## src/rtl/core/lqma_pkg.sv

```systemverilog
// lqma_pkg: shared types and constants of the link quality moving average
// used by lqma_cell, lqma_div and link_quality_moving_average; no dependencies

package lqma_pkg;

    // field widths
    localparam int PEND_W    = 8;
    localparam int ARR_W     = 8;
    localparam int SCALE_W   = 4;
    localparam int SAMPLE_W  = 7;
    localparam int QUALITY_W = 7;
    localparam int PROD_W    = ARR_W + SCALE_W;

    // configuration port
    localparam int CFG_IDX_W  = 2;
    localparam int CFG_DATA_W = 8;

    localparam logic [CFG_IDX_W-1:0] CFG_BUSY_THRESHOLD = 2'd0;
    localparam logic [CFG_IDX_W-1:0] CFG_SAMPLE_SCALE   = 2'd1;
    localparam logic [CFG_IDX_W-1:0] CFG_SAMPLE_CAP     = 2'd2;

    // register reset values
    localparam logic [PEND_W-1:0]   BUSY_THRESHOLD_RST = 8'd190;
    localparam logic [SCALE_W-1:0]  SAMPLE_SCALE_RST   = 4'd10;
    localparam logic [SAMPLE_W-1:0] SAMPLE_CAP_RST     = 7'd100;

    // sequencer states
    typedef enum logic [1:0] {
        ST_IDLE,
        ST_ROTATE,
        ST_DIVIDE
    } lqma_state_t;

    // divider status toward the sequencer
    typedef struct packed {
        logic busy;
        logic done;
    } lqma_div_stat_t;

endpackage

```

## src/rtl/core/lqma_cell.sv

```systemverilog
// lqma_cell: one sample slot of the sample chain
// depends on lqma_pkg

module lqma_cell
    import lqma_pkg::*;
(
    input  logic                aclk,
    input  logic                en,
    input  logic [SAMPLE_W-1:0] din,
    output logic [SAMPLE_W-1:0] dout
);

    logic [SAMPLE_W-1:0] data_reg;
    logic [SAMPLE_W-1:0] data_next;

    // take the neighbor's sample whenever the chain moves
    assign data_next = en ? din : data_reg;

    always_ff @(posedge aclk) begin
        data_reg <= data_next;
    end

    assign dout = data_reg;

endmodule

```

## src/rtl/core/lqma_div.sv

```systemverilog
// lqma_div: iterative restoring divider, one quotient bit per cycle
// depends on lqma_pkg; quotient must fit in QUALITY_W bits

module lqma_div
    import lqma_pkg::*;
#(
    parameter int SUM_W = 11,
    parameter int DEN_W = 4
) (
    input  logic                 aclk,
    input  logic                 aresetn,
    input  logic                 start,
    input  logic [SUM_W-1:0]     dividend,
    input  logic [DEN_W-1:0]     divisor,
    output logic [QUALITY_W-1:0] quotient,
    output lqma_div_stat_t       stat
);

    localparam int R_W    = DEN_W + 1;
    localparam int STEP_W = $clog2(QUALITY_W);

    logic [R_W-1:0]       rem_reg, rem_next;
    logic [QUALITY_W-1:0] quo_reg, quo_next;
    logic [DEN_W-1:0]     den_reg, den_next;
    logic [STEP_W-1:0]    step_reg, step_next;
    logic                 busy_reg, busy_next;
    logic                 done_reg, done_next;

    logic [R_W-1:0] trial;
    logic           fits;

    // quotient is known to be below 2^QUALITY_W, so the bits above start
    // out as the partial remainder, already below the divisor
    assign trial = {rem_reg[R_W-2:0], quo_reg[QUALITY_W-1]};
    assign fits  = trial >= R_W'(den_reg);

    always_comb begin
        rem_next  = rem_reg;
        quo_next  = quo_reg;
        den_next  = den_reg;
        step_next = step_reg;
        busy_next = busy_reg;
        done_next = done_reg;
        if (start) begin
            rem_next  = R_W'(dividend >> QUALITY_W);
            quo_next  = dividend[QUALITY_W-1:0];
            den_next  = divisor;
            step_next = '0;
            busy_next = 1'b1;
            done_next = 1'b0;
        end else if (busy_reg) begin
            rem_next  = fits ? (trial - R_W'(den_reg)) : trial;
            quo_next  = {quo_reg[QUALITY_W-2:0], fits};
            step_next = step_reg + STEP_W'(1);
            if (step_reg == STEP_W'(QUALITY_W - 1)) begin
                busy_next = 1'b0;
                done_next = 1'b1;
            end
        end
    end

    always_ff @(posedge aclk) begin
        if (!aresetn) begin
            busy_reg <= 1'b0;
            done_reg <= 1'b0;
            step_reg <= '0;
        end else begin
            busy_reg <= busy_next;
            done_reg <= done_next;
            step_reg <= step_next;
        end
        rem_reg <= rem_next;
        quo_reg <= quo_next;
        den_reg <= den_next;
    end

    assign quotient  = quo_reg;
    assign stat.busy = busy_reg;
    assign stat.done = done_reg;

endmodule

```

## src/rtl/core/link_quality_moving_average.sv

```systemverilog
// link_quality_moving_average: top level of the link quality estimator
// depends on lqma_pkg, lqma_cell and lqma_div

// Each transfer on the s_ channel is one received pong reply carrying the
// device's pending pong count. An 8-bit arrival counter counts every reply.
// When the pending count is at or below busy_threshold and the counter is
// above 1, counter * sample_scale clipped to sample_cap enters a chain of
// RING_DEPTH sample cells (the oldest sample falls off the end), and the
// truncated mean of the stored samples goes out on the m_ channel; the
// counter clears whenever the pending count is at or below the threshold.
// A reply that takes no sample is done in its transfer cycle and s_ready
// stays high. A reply that takes a sample keeps s_ready low until its
// result is loaded into the m_ output register; to get there the
// chain rotates once through its RING_DEPTH cells to sum the samples, then
// an iterative divider yields one quality bit per cycle. The m_ output is
// registered, so a result waiting for m_ready does not hold off input
// until the next result is ready to go out. No clearing pass after reset.
// Configuration writes are taken in any cycle (cfg_ready is always high),
// but are meant only while the block is idle; index 3 is ignored.

module link_quality_moving_average
    import lqma_pkg::*;
#(
    parameter int RING_DEPTH = 10
) (
    input  logic                  aclk,
    input  logic                  aresetn,

    input  logic                  s_valid,
    output logic                  s_ready,
    input  logic [PEND_W-1:0]     s_pending_count,

    output logic                  m_valid,
    input  logic                  m_ready,
    output logic [QUALITY_W-1:0]  m_quality,

    input  logic                  cfg_valid,
    output logic                  cfg_ready,
    input  logic [CFG_IDX_W-1:0]  cfg_index,
    input  logic [CFG_DATA_W-1:0] cfg_data
);

    localparam int CNT_W = $clog2(RING_DEPTH + 1);
    localparam int SUM_W = $clog2(RING_DEPTH * ((1 << SAMPLE_W) - 1) + 1);

    // configuration registers
    logic [PEND_W-1:0]   busy_threshold_reg, busy_threshold_next;
    logic [SCALE_W-1:0]  sample_scale_reg, sample_scale_next;
    logic [SAMPLE_W-1:0] sample_cap_reg, sample_cap_next;

    // control state
    lqma_state_t         state_reg, state_next;
    logic [ARR_W-1:0]    arrival_counter_reg, arrival_counter_next;
    logic [CNT_W-1:0]    fill_count_reg, fill_count_next;
    logic [CNT_W-1:0]    step_reg, step_next;
    logic [SUM_W-1:0]    acc_reg, acc_next;
    logic                m_valid_reg, m_valid_next;
    logic [QUALITY_W-1:0] m_quality_reg, m_quality_next;

    // datapath
    logic                 in_xfer;
    logic [ARR_W-1:0]     counter_inc;
    logic                 below_threshold;
    logic                 take_sample;
    logic [PROD_W-1:0]    product;
    logic [SAMPLE_W-1:0]  sample;
    logic                 step_last;
    logic                 slot_filled;
    logic                 chain_en;
    logic [SAMPLE_W-1:0]  chain_din;
    logic [SAMPLE_W-1:0]  cell_q [RING_DEPTH];
    logic [SAMPLE_W-1:0]  tail;
    logic                 div_start;
    logic [QUALITY_W-1:0] div_quotient;
    lqma_div_stat_t       div_stat;
    logic                 out_load;

    // ---------------- configuration port ----------------
    assign cfg_ready = 1'b1;

    always_comb begin
        busy_threshold_next = busy_threshold_reg;
        sample_scale_next   = sample_scale_reg;
        sample_cap_next     = sample_cap_reg;
        if (cfg_valid && cfg_ready) begin
            case (cfg_index)
                CFG_BUSY_THRESHOLD: busy_threshold_next = cfg_data;
                CFG_SAMPLE_SCALE:   sample_scale_next   = cfg_data[SCALE_W-1:0];
                CFG_SAMPLE_CAP:     sample_cap_next     = cfg_data[SAMPLE_W-1:0];
                default: begin
                    // unknown index, write dropped
                end
            endcase
        end
    end

    // ---------------- sample forming ----------------
    assign in_xfer         = s_valid && s_ready;
    assign counter_inc     = arrival_counter_reg + ARR_W'(1);
    assign below_threshold = s_pending_count <= busy_threshold_reg;
    // a sample needs a quiet device and an arrival count, this reply included, above 1
    assign take_sample     = in_xfer && below_threshold && (counter_inc > ARR_W'(1));

    assign product = PROD_W'(counter_inc) * PROD_W'(sample_scale_reg);
    // clip to the cap
    assign sample  = (product > PROD_W'(sample_cap_reg)) ? sample_cap_reg
                                                        : product[SAMPLE_W-1:0];

    // ---------------- sample chain ----------------
    // a new sample shifts in at cell 0; during the sum the chain rotates
    // tail back to head, so after RING_DEPTH steps it is back in place
    assign tail = cell_q[RING_DEPTH-1];

    for (genvar i = 0; i < RING_DEPTH; i++) begin : g_cell
        lqma_cell u_cell (
            .aclk (aclk),
            .en   (chain_en),
            .din  ((i == 0) ? chain_din : cell_q[(i == 0) ? 0 : i - 1]),
            .dout (cell_q[i])
        );
    end

    // at rotation step k the tail holds cell RING_DEPTH-1-k of the chain,
    // which is filled when k + fill_count reaches RING_DEPTH
    assign step_last   = step_reg == CNT_W'(RING_DEPTH - 1);
    assign slot_filled = ({1'b0, step_reg} + {1'b0, fill_count_reg})
                         >= (CNT_W + 1)'(RING_DEPTH);

    // ---------------- divider ----------------
    lqma_div #(
        .SUM_W (SUM_W),
        .DEN_W (CNT_W)
    ) u_div (
        .aclk     (aclk),
        .aresetn  (aresetn),
        .start    (div_start),
        .dividend (acc_next),
        .divisor  (fill_count_reg),
        .quotient (div_quotient),
        .stat     (div_stat)
    );

    // ---------------- sequencer ----------------
    always_comb begin
        state_next = state_reg;
        case (state_reg)
            ST_IDLE: begin
                if (take_sample) begin
                    state_next = ST_ROTATE;
                end
            end
            ST_ROTATE: begin
                if (step_last) begin
                    state_next = ST_DIVIDE;
                end
            end
            ST_DIVIDE: begin
                if (out_load) begin
                    state_next = ST_IDLE;
                end
            end
            default: begin
                state_next = ST_IDLE;
            end
        endcase
    end

    always_comb begin
        s_ready   = 1'b0;
        chain_en  = 1'b0;
        chain_din = sample;
        div_start = 1'b0;
        out_load  = 1'b0;
        case (state_reg)
            ST_IDLE: begin
                s_ready  = 1'b1;
                chain_en = take_sample;
            end
            ST_ROTATE: begin
                chain_en  = 1'b1;
                chain_din = tail;
                // last step feeds the finished sum straight to the divider
                div_start = step_last;
            end
            ST_DIVIDE: begin
                // result waits in the divider until the output register frees
                out_load = div_stat.done && (!m_valid_reg || m_ready);
            end
            default: begin
            end
        endcase
    end

    // counters, accumulator and output register
    always_comb begin
        arrival_counter_next = arrival_counter_reg;
        fill_count_next      = fill_count_reg;
        step_next            = step_reg;
        acc_next             = acc_reg;
        m_valid_next         = m_valid_reg;
        m_quality_next       = m_quality_reg;

        if (in_xfer) begin
            arrival_counter_next = below_threshold ? '0 : counter_inc;
        end

        if (take_sample) begin
            if (fill_count_reg < CNT_W'(RING_DEPTH)) begin
                fill_count_next = fill_count_reg + CNT_W'(1);
            end
            step_next = '0;
            acc_next  = '0;
        end else if (state_reg == ST_ROTATE) begin
            step_next = step_reg + CNT_W'(1);
            acc_next  = acc_reg + (slot_filled ? SUM_W'(tail) : '0);
        end

        if (out_load) begin
            m_valid_next   = 1'b1;
            m_quality_next = div_quotient;
        end else if (m_ready) begin
            m_valid_next = 1'b0;
        end
    end

    always_ff @(posedge aclk) begin
        if (!aresetn) begin
            state_reg           <= ST_IDLE;
            arrival_counter_reg <= '0;
            fill_count_reg      <= '0;
            step_reg            <= '0;
            m_valid_reg         <= 1'b0;
            busy_threshold_reg  <= BUSY_THRESHOLD_RST;
            sample_scale_reg    <= SAMPLE_SCALE_RST;
            sample_cap_reg      <= SAMPLE_CAP_RST;
        end else begin
            state_reg           <= state_next;
            arrival_counter_reg <= arrival_counter_next;
            fill_count_reg      <= fill_count_next;
            step_reg            <= step_next;
            m_valid_reg         <= m_valid_next;
            busy_threshold_reg  <= busy_threshold_next;
            sample_scale_reg    <= sample_scale_next;
            sample_cap_reg      <= sample_cap_next;
        end
        acc_reg       <= acc_next;
        m_quality_reg <= m_quality_next;
    end

    assign m_valid   = m_valid_reg;
    assign m_quality = m_quality_reg;

    // ---------------- assertions ----------------
    // fill count saturates at the chain length
    a_fill_bound: assert property (@(posedge aclk) disable iff (!aresetn)
        fill_count_reg <= CNT_W'(RING_DEPTH))
        else $error("fill count beyond chain length");

    // a new result only comes out of the divide phase
    a_result_origin: assert property (@(posedge aclk) disable iff (!aresetn)
        $rose(m_valid_reg) |-> $past(state_reg == ST_DIVIDE))
        else $error("result raised outside divide phase");

    // a reply from a quiet device always clears the arrival counter
    a_counter_clear: assert property (@(posedge aclk) disable iff (!aresetn)
        (in_xfer && below_threshold) |=> (arrival_counter_reg == '0))
        else $error("arrival counter not cleared");

    // while waiting on the divider it is either working or finished
    a_div_live: assert property (@(posedge aclk) disable iff (!aresetn)
        (state_reg == ST_DIVIDE) |-> (div_stat.busy || div_stat.done))
        else $error("divider idle during divide phase");

    // never divide by an empty chain
    a_div_nonzero: assert property (@(posedge aclk) disable iff (!aresetn)
        div_start |-> (fill_count_reg != '0))
        else $error("divide started with no samples");

endmodule

```

## config.mk

```make
export PLATFORM = sky130hd
export DESIGN_NAME = link_quality_moving_average
export DESIGN_NICKNAME = d
export VERILOG_FILES = /design/src/rtl/core/lqma_pkg.sv /design/src/rtl/core/lqma_cell.sv /design/src/rtl/core/lqma_div.sv /design/src/rtl/core/link_quality_moving_average.sv
export SDC_FILE = /design/constraint.sdc
export NUM_CORES = 1
export LEC_CHECK = 0
export ABC_AREA = 1
export BUFFER_PORTS_ARGS = -buffer_cell sky130_fd_sc_hd__buf_2
export CAP_MARGIN = 25
export CORE_MARGIN = 2
export CORE_UTILIZATION = 56
export DETAILED_ROUTE_END_ITERATION = 10
export PLACE_DENSITY = 0.73
export SKIP_CTS_REPAIR_TIMING = 1
export SKIP_LAST_GASP = 1
export SLEW_MARGIN = 20
export SYNTH_ARGS = -nofsm -noshare
export SYNTH_HDL_FRONTEND = slang
export SYNTH_SLANG_ARGS = --single-unit
```

## constraint.sdc

```tcl
create_clock -name aclk -period 5.3 [get_ports aclk]
set_clock_uncertainty 0.1 [all_clocks]
set_input_delay 0 -clock aclk [delete_from_list [all_inputs] [get_ports aclk]]
set_output_delay 0 -clock aclk [all_outputs]
set_load 0.01 [all_outputs]
```

# [After elaboration in Yosys (flattened, before gate mapping)]
# Cells that the tools add are included.
[word_totals] regBits=146 latch_bits=0 ramBits=0 rom_bits=0 input_bits=23 out_inout_bits=10 elab_cells=92 mem_count=0
[op_classes] addsub=7 n_mul=1 n_div=0 order_cmp=6 eq_ne=9 n_shift=0 mux=24 n_bitwise=1 reduce_logical=18
[op_table] op="two-way mux 7 bit" n=5
[op_table] op="two-way mux 11 bit" n=2
[op_table] op="> comparator 12 x 7 -> 1 bit" n=1
[op_table] op="multiplier 8 x 4 -> 12 bit" n=1
[op_table] op="two-way mux 4 bit" n=3
[op_table] op="adder 11 x 7 -> 11 bit" n=1
[op_table] op="AND reduction 2 bit" n=5
[op_table] op="adder 4 x 1 -> 4 bit, second input constant" n=2
[op_table] op="adder 8 x 1 -> 8 bit, second input constant" n=1
[op_table] op="> comparator 8 x 1 -> 1 bit, second input constant" n=1
[op_table] op="less-or-equal comparator 8 bit" n=1
[op_table] op="two-way mux 1 bit" n=8
[op_table] op="two-way mux 8 bit" n=1
[op_table] op="two-way mux 2 bit" n=3
[op_table] op="inequality test 2 bit, second input constant" n=3
[op_table] op="one-hot mux 2 bit (3 select lines)" n=1
[op_table] op="adder 4 x 4 -> 5 bit" n=1
[op_table] op=">= comparator 5 x 4 -> 1 bit" n=1
[op_table] op=">= comparator 5 x 4 -> 1 bit, second input constant" n=1
[op_table] op="== test 2 x 1 -> 1 bit, second input constant" n=2
[op_table] op="== test 2 bit, second input constant" n=2
[op_table] op="== test 4 bit, second input constant" n=1
[op_table] op="logical AND 1 bit" n=4
[op_table] op="zero test 2 bit" n=2
[op_table] op="11 further kinds" n=13

# [Logic depth before layout (Yosys ltp)]
[depth] word_depth=7 depth_mapped=26 mapped_depth_nobuf=26

# [Modules after synthesis]
# From an unflattened synthesis, not the netlist that was laid out.
[hier_totals] hier_cells=824 area_unflattened_um2=7559.8
[by_module_without_submodules] mod="link_quality_moving_average" instances=1 cells_per_inst=645 area_each_um2=4426.7 seq_area_each_um2=1191.1
[by_module_without_submodules] mod="lqma_cell" instances=10 cells_per_inst=7 area_each_um2=210.2 seq_area_each_um2=210.2
[by_module_without_submodules] mod="lqma_div" instances=1 cells_per_inst=109 area_each_um2=1031.0 seq_area_each_um2=550.5

# [Worst setup path after synthesis]
# OpenSTA, ideal clock, no wires.
[synth_path] path_kind="reg2reg" from="reg arrival_counter_reg[0]" to="reg g_cell[0].u_cell.data_reg[0], data pin" setup_time_ns=0.253 t_arrival_ns=4.030 required_time_ns=4.947 path_slack_ns=0.917 stages_incl_launch_ff=24 path_buffers=0 synth_period_minus_slack_ns=4.383 path_cell_list="dfxtp_1 -> ha_1 -> or2_2 -> nand2_1 -> nor2_1 -> fa_1 -> fa_1 -> ha_1 -> or2_1 -> and2_1 -> xor2_1 -> ha_1 -> nand2_1 -> nor2_1 -> nand2_1 -> nand3_1 -> nand2_1 -> nand2_1 -> nand2_1 -> nand2_1 -> nor2_4 -> nand2_1 -> nand3_1 -> nand2_1"
[synth_via] elab_chain_cells=5
[synth_rtl] element="from (decl)" line="link_quality_moving_average.sv:53" text="logic [ARR_W-1:0] arrival_counter_reg, arrival_counter_next;"
[synth_rtl] element="from (signal assigned)" line="link_quality_moving_average.sv:238" text="arrival_counter_reg <= arrival_counter_next;"
[synth_rtl] element="adder 8 x 1 -> 8 bit *" line="link_quality_moving_average.sv:99" text="assign counter_inc = arrival_counter_reg + ARR_W'(1);"
[synth_rtl] element="multiplier 8 x 4 -> 12 bit *" line="link_quality_moving_average.sv:104" text="assign product = PROD_W'(counter_inc) * PROD_W'(sample_scale_reg);"
[synth_rtl] element="> comparator 12 x 7 -> 1 bit" line="link_quality_moving_average.sv:106" text="assign sample = (product > PROD_W'(sample_cap_reg)) ? sample_cap_reg"
[synth_rtl] element="two-way mux 7 bit *" line="link_quality_moving_average.sv:106"
[synth_rtl] element="two-way mux 7 bit *" line="link_quality_moving_average.sv:174" text="case (state_reg)"
[synth_rtl] element="net chain_din[0]" line="link_quality_moving_average.sv:70" text="logic [SAMPLE_W-1:0] chain_din;"
[synth_rtl] element="to (signal assigned)" line="lqma_cell.sv:20" text="data_reg <= data_next;"
[synth_rtl] element="to (decl)" line="lqma_cell.sv:13" text="logic [SAMPLE_W-1:0] data_reg;"
# Mark *: on every way through the listed nets, which the timed path passes. The rest lies on a longest branch.
# A chain may end at the register's enable or synchronous reset.

# [Worst setup path after layout]
[layout_path] from="reg arrival_counter_reg[0]" to="reg g_cell[0].u_cell.data_reg[5], data pin"
# The elaborated chain is that of the path after synthesis.

==> qor.txt <==
Wirelength per Cell: 14.6 um
Crit start category: flip-flop
Comb pwr share: 10.3%
Net Sw Power: 725 uW
Crit end category: flip-flop
Clock power frac: 42.2%
Total number of vias: 5,667
Setup tns final: 0 ns
Critical path data arrival time: 4.94 ns
Final Cycle Share: 91.7%
Max Cap Viol: 0
WP buf/inv: 1
Max incr delay on CP: 0.51 ns
Part of the power in registers: 47.5%
HPWL after detailed placement: 11,000 um
Final Hold Viols: 0
Leak pwr: 0.00397 uW
Clk sinks: 146
Pre-CTS worst setup slack: 0.533 ns
Nets: 983
TritonCTS clock tree: done
Crit path cell chain: ha_1, or2_2, nand2_1, nor2_1, fa_1, fa_1, ha_1, or2_1, and2_1, xor2_1, ha_1, nand2_1, inv_1, nand2_1, nand3_1, nand2_1, nand2_1, nand2_1, nand2_1, nor2_4, nand2_1, nand3_1, nand2_1
Switching share of power: 26.1%
Met2 WL: 7830 um
Ys flop type: edfxtp_1
Register bit count reported by yosys: 146
Max IR drop VDD: 233 uV
Max-slew violations: 0
Cell Rows: 42
# setup viols final: 0
Die ar.: 14,500 um2
Asr flop ratio synth: 0%
CP most frequent cell: nand2_1
DRT iter0 DRCs: 494
Register area share after synthesis: 50.5%
Worst-Skew Late Latency: 0.43 ns
Largest register FFs: 70
First-pass DRT Iterations: 5
Power per standard cell area: 316 nW/um2
Grt total ovfl: 0
Die height: 121 um
Synth Area per Inst: 9.24 um2
DR top layer: met4
Commonest non-fill, non-tap cell in the layout: nand2_1
DRC Markers: 0
Root Driver: clkbuf_16
Yosys warns: 0
Syn Inst Count: 823
Area fraction of the dominant cell type after synthesis: 36.3%
Vias in the first global route: 5,491
Synth area leader: edfxtp_1
Crit-path max FO: 8
Worst-path clk slew: 0.06 ns
Share of layout cells above drive strength 1: 11.3%
WL met1: 6840 um
RSZ-0062 raised after global routing: no
Largest net degree at the start of global routing: 47
Initial Utilization: 57.5%
Core area: 13,200 um2
CTS Buffer Depth: 2
Hold crit path type: in2reg
Initial antenna violation count: 0
Post-DRT Antenna Nets: 0
Fmax: 0.206 GHz
Diodes inserted: 0
Crit Path Category: reg2reg
Crit-path leading delay family: simple AND/OR/NAND/NOR gates
Number of flops mapped to enable cells by yosys: 92
Synthesis-to-layout area growth: 15.6%
Most frequent cells in the layout: nand2_1, inv_1, edfxtp_1
CP required: 5.38 ns
First-pass GRT wire length: 25,600 um
Final worst-path setup slack: 0.443 ns
Final Util: 66.4%
Unique cell type count in the Yosys netlist: 42
Critical path's slowest cell: fa_1
Drt via density: 5.24
Final hold slack: 0.206 ns
Syn nets: 914
H-tree depth: 4
Synthesized area: 7610 um2
Run status: finished clean
Int Power: 2060 uW
Routed wire length: 15,800 um
Port-buffer cells: 31
Post-layout min period: 4.86 ns
Slew @ Worst Pin: 0.754 ns
I/O pin count: 33
Dominant cells by area after synthesis: edfxtp_1, dfxtp_1, nand2_1
Slew headroom: 49.5%
Die width: 121 um
CTS Buf Count: 17
Gr usage total: 22.7%
RD Place Congestion: 0.913
Met3 WL: 721 um
==> cell type report <==
type                            instances  area [um2]
Clock inverter                         15         146
Fill cell                            1074        4450
Multi-Input combinational cell        526        3180
Tap cell                              176         220
Sequential cell                       146        3840
Inverter                              139         522
Clock buffer                           17         425
Timing Repair Buffer                   62         458
==> cells by family after synthesis <==
logic type / Yosys count / synth area share [%]
buffers and inverters: 151 / 7.76
other: 1 / 0.0493
flip-flops: 146 / 50.5
XOR/XNOR: 13 / 1.50
AND/OR/NAND/NOR: 349 / 20.4
adder cells (fa/ha/maj): 68 / 12.7
multiplexers: 1 / 0.132
AO/OA/AOI/OAI: 94 / 6.96
==> synthesized netlist by cell type, types with 2 or more instances <==
master    count
a21oi_1      43
a21oi_2       2
buf_1         2
buf_2         2
clkbuf_1      5
dfxtp_1      54
edfxtp_1     92
fa_1         15
ha_1         53
inv_1       137
inv_2         2
nand2_1     196
nand2_2       7
nand2_4       3
nand3_1      39
nand3_2       2
nand3_4       2
nand3b_1      2
nand4_1      11
nor2_1       65
nor2_2        3
nor2_4        5
nor3_1        3
o211ai_1     13
o21ai_0      28
o21ai_2       2
o21bai_1      2
or2_2         8
xnor2_1       7
xor2_1        6
==> worst reg2reg max path, cell delays in order, from the launching register on <==
cell     delay, ns
dfxtp_1       0.36
ha_1          0.23
or2_2         0.29
nand2_1       0.15
nor2_1        0.08
fa_1          0.50
fa_1          0.51
ha_1          0.38
or2_1         0.29
and2_1        0.17
xor2_1        0.15
ha_1          0.30
nand2_1       0.08
inv_1         0.04
nand2_1       0.07
nand3_1       0.09
nand2_1       0.06
nand2_1       0.04
nand2_1       0.05
nand2_1       0.18
nor2_4        0.23
nand2_1       0.09
nand3_1       0.10
nand2_1       0.06
==> routing by layer <==
| metal | track usage (%) | up-vias |
|---|---|---|
| met5 | 0 | - |
| met4 | 9.67 | 0 |
| met3 | 4.67 | 34 |
| met2 | 37.6 | 160 |
| met1 | 28.9 | 2669 |
| li1 | - | 2804 |
==> metrics by stage <==
step | cell area [um2] | power (uW) | std cells
floorplan | 7610 | 1540 | 823
global placement | 7940 | 1590 | 1021
detailed placement | 7940 | 1610 | 1021
CTS | 8510 | 2780 | 1053
global route | 8790 | 2890 | 1081
finish | 8790 | 2780 | 1081
==> worst paths after layout <==
check                                      startpoint                             endpoint  slack [ns]  cells past startpoint
setup / recovery  arrival_counter_reg[0]$_SDFFE_PN0P_   g_cell[0].u_cell.dout[5]$_DFFE_PP_        0.44                     23
setup reg to reg  arrival_counter_reg[0]$_SDFFE_PN0P_   g_cell[0].u_cell.dout[5]$_DFFE_PP_        0.44                     23
hold reg to reg    g_cell[5].u_cell.dout[0]$_DFFE_PP_   g_cell[6].u_cell.dout[0]$_DFFE_PP_        0.31                      0
hold / removal                     s_pending_count[1]  arrival_counter_reg[0]$_SDFFE_PN0P_        0.21                      5
==> power groups by stage <==
stage | Clock, uW | Combinational [uW] | Sequential, uW
6_report | 1170 | 287 | 1320
5_1_grt | 1230 | 326 | 1330
4_1_cts | 1190 | 270 | 1320
3_5_place_dp | 0 | 264 | 1340
3_3_place_gp | 0 | 252 | 1340
2_1_floorplan | 0 | 204 | 1330
No activity file was read; power rests on OpenSTA's default activity.
